<file path="config.mk">
export PLATFORM = sky130hd
export DESIGN_NAME = daps_ctrl
export DESIGN_NICKNAME = d
export VERILOG_FILES = /design/src/rtl/daps_pkg.sv /design/src/rtl/daps_ctrl.sv
export SDC_FILE = /design/constraint.sdc
export NUM_CORES = 1
export LEC_CHECK = 0
export ABC_AREA = 1
export BUFFER_PORTS_ARGS = -buffer_cell sky130_fd_sc_hd__buf_4
export CAP_MARGIN = 20
export CORE_UTILIZATION = 40
export DETAILED_ROUTE_END_ITERATION = 10
export HOLD_SLACK_MARGIN = 0.03
export MAX_ROUTING_LAYER = met4
export PLACE_DENSITY_LB_ADDON = 0.05
export RECOVER_POWER = 100
export SYNTH_ARGS = -nofsm -noshare
export SYNTH_HDL_FRONTEND = slang
export SYNTH_SLANG_ARGS = --single-unit
</file>
<file path="constraint.sdc">
create_clock -name clk -period 2 [get_ports clk]
set_clock_uncertainty 0.2 [all_clocks]
set_input_delay 0 -clock clk [delete_from_list [all_inputs] [get_ports clk]]
set_output_delay 0 -clock clk [all_outputs]
set_load 0.05 [all_outputs]
</file>
<file path="src/rtl/daps_pkg.sv">
// ----------------------------------------------------------------------------
// daps_pkg
// Shared widths, payload structs, register indexes and the controller to
// datapath command and status types of the delay-aware multipath scheduler.
// ----------------------------------------------------------------------------
package daps_pkg;

	localparam int PATHS_DEF  = 8;
	localparam int PFIELD_W   = 3;
	localparam int RTT_W      = 24;
	localparam int WIN_W      = 16;
	localparam int SMW_W      = 20;
	localparam int SEQ_W      = 32;
	localparam int SEG_W      = 16;
	localparam int BUD_W      = 17;
	localparam int HALF_W     = 20;
	localparam int DLY_W      = 21;
	localparam int SLOT_W     = 33;
	localparam int END_W      = 32;
	localparam int DUE_W      = 34;
	localparam int PROD_W     = END_W + DLY_W;
	localparam int BASE_W     = 8;
	localparam int CFG_IDX_W  = 2;
	localparam int CFG_DATA_W = 8;

	localparam logic [CFG_IDX_W-1:0] CFG_ROUND_BASE = 2'd0;
	localparam logic [CFG_IDX_W-1:0] CFG_PLANNED    = 2'd1;
	localparam logic [CFG_IDX_W-1:0] CFG_SMOOTH     = 2'd2;

	localparam logic [BASE_W-1:0] ROUND_BASE_RST = 8'd4;
	localparam logic [BUD_W-1:0]  BUD_UNSET      = '1;
	localparam logic [END_W-1:0]  END_SAT        = '1;

	localparam logic CMD_UPDATE  = 1'b0;
	localparam logic CMD_REQUEST = 1'b1;

	typedef struct packed {
		logic                command;
		logic [PFIELD_W-1:0] path;
		logic [RTT_W-1:0]    rtt_value;
		logic [WIN_W-1:0]    window;
		logic                usable;
		logic [SEQ_W-1:0]    acked_seq;
		logic [SEQ_W-1:0]    sent_seq;
		logic [SEG_W-1:0]    segs_wanted;
	} in_item_t;

	typedef struct packed {
		logic                granted;
		logic [PFIELD_W-1:0] chosen_path;
		logic [SEG_W-1:0]    granted_segs;
		logic                by_fallback;
	} out_item_t;

	typedef enum logic [4:0] {
		OP_NONE,
		OP_LATCH,
		OP_UPDATE,
		OP_W_INIT,
		OP_P1_DIV,
		OP_P1_STEP,
		OP_P2_STEP,
		OP_W_FINISH,
		OP_B_INIT,
		OP_B_RANK,
		OP_B_ENTRY,
		OP_B_DELAY,
		OP_G_DIV,
		OP_G_STEP,
		OP_L_DIV,
		OP_L_MUL,
		OP_L_SAT,
		OP_B_NEXT,
		OP_B_FINISH,
		OP_FB_INIT,
		OP_FB_STEP,
		OP_FB_OUT
	} dp_op_t;

	typedef struct packed {
		logic div_done;
		logic is_req;
		logic walk_empty;
		logic best_v;
		logic k_last;
		logic p_last;
		logic sched_empty;
		logic need_round;
		logic lcm_skip;
		logic rem_zero;
	} dp_stat_t;

endpackage

</file>
<file path="src/rtl/daps_ctrl.sv">
// ----------------------------------------------------------------------------
// daps_ctrl
// Sequencer: update, schedule walk, rebuild with LCM, second walk and
// minimum-RTT fallback, issued as one datapath op per cycle, none while it waits on the divider.
// ----------------------------------------------------------------------------
module daps_ctrl import daps_pkg::*; (
	input  logic     clk,
	input  logic     arst_n,
	input  logic     start,
	input  dp_stat_t stat,
	output dp_op_t   op,
	output logic     busy
);

	typedef enum logic [4:0] {
		S_IDLE,
		S_DISPATCH,
		S_W_START,
		S_P1_DIV,
		S_P1_WAIT,
		S_P2,
		S_W_END,
		S_B_INIT,
		S_B_RANK,
		S_B_CHK,
		S_B_ENTRY,
		S_B_RWAIT,
		S_G_DIV,
		S_G_WAIT,
		S_L_DIV,
		S_L_WAIT,
		S_L_SAT,
		S_B_NEXT,
		S_B_FINISH,
		S_FB_INIT,
		S_FB_SCAN,
		S_FB_OUT
	} state_t;

	state_t state_q;
	state_t state_d;
	logic   second_q;

	always_comb begin
		state_d = state_q;
		op      = OP_NONE;
		case (state_q)
			S_IDLE: begin
				if (start) begin
					op      = OP_LATCH;
					state_d = S_DISPATCH;
				end
			end
			S_DISPATCH: begin
				if (stat.is_req) begin
					state_d = S_W_START;
				end else begin
					op      = OP_UPDATE;
					state_d = S_IDLE;
				end
			end
			S_W_START: begin
				if (stat.walk_empty) begin
					state_d = second_q ? S_FB_INIT : S_B_INIT;
				end else begin
					op      = OP_W_INIT;
					state_d = S_P1_DIV;
				end
			end
			S_P1_DIV: begin
				op      = OP_P1_DIV;
				state_d = S_P1_WAIT;
			end
			S_P1_WAIT: begin
				if (stat.div_done) begin
					op      = OP_P1_STEP;
					state_d = stat.k_last ? S_P2 : S_P1_DIV;
				end
			end
			S_P2: begin
				op = OP_P2_STEP;
				if (stat.k_last)
					state_d = S_W_END;
			end
			S_W_END: begin
				op = OP_W_FINISH;
				if (stat.best_v)
					state_d = S_IDLE;
				else
					state_d = second_q ? S_FB_INIT : S_B_INIT;
			end
			S_B_INIT: begin
				op      = OP_B_INIT;
				state_d = S_B_RANK;
			end
			S_B_RANK: begin
				op = OP_B_RANK;
				if (stat.p_last)
					state_d = S_B_CHK;
			end
			S_B_CHK: begin
				state_d = stat.sched_empty ? S_B_FINISH : S_B_ENTRY;
			end
			S_B_ENTRY: begin
				op      = OP_B_ENTRY;
				state_d = S_B_RWAIT;
			end
			S_B_RWAIT: begin
				if (!stat.need_round || stat.div_done) begin
					op      = OP_B_DELAY;
					state_d = stat.lcm_skip ? S_B_NEXT : S_G_DIV;
				end
			end
			S_G_DIV: begin
				op      = OP_G_DIV;
				state_d = S_G_WAIT;
			end
			S_G_WAIT: begin
				if (stat.div_done) begin
					op      = OP_G_STEP;
					state_d = stat.rem_zero ? S_L_DIV : S_G_DIV;
				end
			end
			S_L_DIV: begin
				op      = OP_L_DIV;
				state_d = S_L_WAIT;
			end
			S_L_WAIT: begin
				if (stat.div_done) begin
					op      = OP_L_MUL;
					state_d = S_L_SAT;
				end
			end
			S_L_SAT: begin
				op      = OP_L_SAT;
				state_d = S_B_NEXT;
			end
			S_B_NEXT: begin
				op      = OP_B_NEXT;
				state_d = stat.k_last ? S_B_FINISH : S_B_ENTRY;
			end
			S_B_FINISH: begin
				op      = OP_B_FINISH;
				state_d = S_W_START;
			end
			S_FB_INIT: begin
				op      = OP_FB_INIT;
				state_d = S_FB_SCAN;
			end
			S_FB_SCAN: begin
				op = OP_FB_STEP;
				if (stat.p_last)
					state_d = S_FB_OUT;
			end
			S_FB_OUT: begin
				op      = OP_FB_OUT;
				state_d = S_IDLE;
			end
			default: begin
				state_d = S_IDLE;
			end
		endcase
	end

	always_ff @(posedge clk or negedge arst_n) begin
		if (!arst_n) begin
			state_q  <= S_IDLE;
			second_q <= 1'b0;
		end else begin
			state_q <= state_d;
			// mark the walk after a rebuild as the last one
			if (state_q == S_IDLE)
				second_q <= 1'b0;
			else if (state_q == S_B_FINISH)
				second_q <= 1'b1;
		end
	end

	assign busy = (state_q != S_IDLE);

endmodule

</file>
==> qor.yml <==
finalNonFillerCells: 235
path_max_fanout: 7
slowest_stage: "dfrtp_2"
cap_violations: 0
cts_root_buf: "clkbuf_4"
grt_usage_pct: 27.1
io_buffers: 18
layout_commonest_cell: "nand2_1"
critPathArrivalTime_ps: 1720
power.density_nw_per_um2: 1480
dieWidth_um: 49.7
cts_tree: "built"
crit_buf_inv: 3
start_util_pct: 44.6
end_kind: "primary output"
grt_pass1_vias: 1117
hp-class: "in -> reg"
syn_nets: 192
drive_gt1_share_pct: 23.6
worstSetupPathType: "reg -> out"
drt-initial-drc-count: 61
synth_area_leaders: "nand2_1 29%, dfrtp_1 16%, nor2_1 13%, nand3_1 13%, inv_1 7.4%"
crit_chain: "clkinvlp_4, nand2_2, inv_1, nand2_1, and2_1, nand4_1, buf_4"
dpl_cell_area_um2: 1090
yosys_warnings: 0
synth_top_area_cell: "nand2_1"
vdd_drop_max_mv: 1.20
post_drt_wl_per_cell_um: 12.9
cts_sinks: 6
clkLatencyLatePin_ps: 240
synthCells: 179
cp-start-kind: "register"
dr.pass1.iters: 4
netlist.area_leader.share_pct: 28.8
wirelength_mm: 3.04
area_growth_pct: 34.5
avgSynthCellArea_um2: 5.09
multi_input_comb_area_um2: 703
seqCellArea_um2: 155
fillers: 218
ys_seq_area_share_pct: 16.5
vias: 1284
status: "finished, final reports clean"
path_delay_family: "buffers and inverters"
worst_pin_slew_ps: 380
cts_buffer_depth: 2
post-route-drc-count: 0
ctsHtreeMaxLevel: 1
die_h_um: 49.7
dp_hpwl_mm: 2.39
io_pins: 19
grt_max_degree: 11
power.leakage_nw: 0.740
setup_viol: 0
core-area_um2: 2040
viasPerCell: 5.46
dieArea_um2: 2470
rows: 16
slowest_delay_ps: 460
cts_buffers: 3
fin_crit_sh_pct: 96.0
fin_crit_ps: 1920
slew_headroom_pct: 74.5
ys_seq_elements: 6
grt_overflow: 0
path_clk_slew_ps: 40
final_cell_mix: "67 x nand2_1, 28 x nor2_1, 23 x nand3_1, 22 x buf_4, 17 x inv_1"
rsz0062_at_grt: "true"
n_antenna_cell: 0
nets: 223
design_area_um2: 1220
utilization_pct: 60.0
grt_pass1_wl_mm: 4.96
fmax_ghz: 0.521
cp.required_ps: 1800
finalMaxSlewViolations: 0
synth_cell_types: 17
gp_congestion: 0.983
netlist_area_um2: 911
finalHoldViolCount: 0
dp.cells: 225
antenna_found_initial: 0
antenna_left: 0
## flip-flops by register name (all words and copies together) (netlist names)
| signal | flops |
|---|---|
| second_q | 1 |
| state_q | 5 |
## where the power goes
group	total, mW	internal, mW	switching [mW]
clock network	0.108	0.0676	0.0401
registers	0.269	0.174	0.0949
logic	1.44	0.466	0.974
total	1.82	0.708	1.11
## logic make-up (layout without fill, tap and decap cells)
kind of cell | Yosys count | after routing | synth area share, %
flip-flops | 6 | 6 | 16.5
AND/OR/NAND/NOR | 144 | 144 | 69.4
buffers and inverters | 24 | 53 | 10.7
AO/OA/AOI/OAI | 5 | 5 | 3.43
## layer usage
metal / wire, µm / share of wire (%) / GRT usage (%) / vias to the layer above
li1: - / - / - / 626
met1: 1300 / 43 / 33.7 / 581
met2: 1430 / 47 / 43.9 / 65
met3: 233 / 7.7 / 5.56 / 12
met4: 77 / 2.5 / 7.62 / 0
met5: 0 / 0 / - / -
## path summary, 6_finish.rpt
path / start / end / slack (ps) / depth (start not counted)
max: state_q[4]$_DFFE_PN0P_ / op[3] / 80 / 7
min: stat[0] / state_q[1]$_DFFE_PN0P_ / 40 / 7
max reg2reg: state_q[4]$_DFFE_PN0P_ / state_q[3]$_DFFE_PN0P_ / 220 / 9
min reg2reg: state_q[1]$_DFFE_PN0P_ / state_q[1]$_DFFE_PN0P_ / 400 / 2
max in group asynchronous: arst_n / state_q[3]$_DFFE_PN0P_ / 800 / 3
min in group asynchronous: arst_n / second_q$_DFFE_PN0P_ / 540 / 3
## Yosys cell counts
| library cell | instances |
|---|---|
| nor2_4 | 2 |
| nand3b_1 | 2 |
| or2_1 | 1 |
| nor2_1 | 31 |
| nand3_1 | 23 |
| inv_2 | 4 |
| inv_1 | 18 |
| nor2_2 | 4 |
| nand2_1 | 70 |
| buf_4 | 2 |
| a211oi_1 | 1 |
| o2111ai_1 | 1 |
| o21ai_0 | 3 |
| nand2_2 | 1 |
| nand4_1 | 9 |
| and2_1 | 1 |
| dfrtp_1 | 6 |
## worst register-to-register path: stages, from the launching register on
cell and delay, ps:
dfrtp_2 460, clkinvlp_4 230, nand2_2 160, inv_1 80, nand2_1 100, nand2_1 90
nor2_1 100, nand3_1 110, nand2_1 90, nand2_1 50
## stage by stage
step	setup slack, ps	total power, mW	hold slack [ps]	TNS [ps]
finish	80.8	1.82	42.1	0
global route	-39.6	1.96	64.6	-76.3
CTS	1.58	1.68	31.7	0
detailed placement	112	1.56	-390	0
global placement	86.2	1.57	-390	0
floorplan	66.6	1.19	-496	0
## what timing repair did
| action | CTS | global route |
|---|---|---|
| gates resized for setup | 1 | 16 |
| pin swaps | 0 | 1 |
| setup buffers | 0 | 3 |
| endpoints found under the setup margin | 4 | 4 |
| endpoints found under the hold margin | 8 | 0 |
| hold buffers | 4 | 0 |
## cell type report
| type | instances | share of cell area, % |
|---|---|---|
| inverters | 22 | 7.05 |
| multi-input cells | 149 | 57.4 |
| flip-flops and latches | 6 | 12.7 |
| well taps | 27 | 2.76 |
| clock buffers | 3 | 1.84 |
| repair buffers | 28 | 18.3 |
No activity file was read; power rests on OpenSTA's default activity.
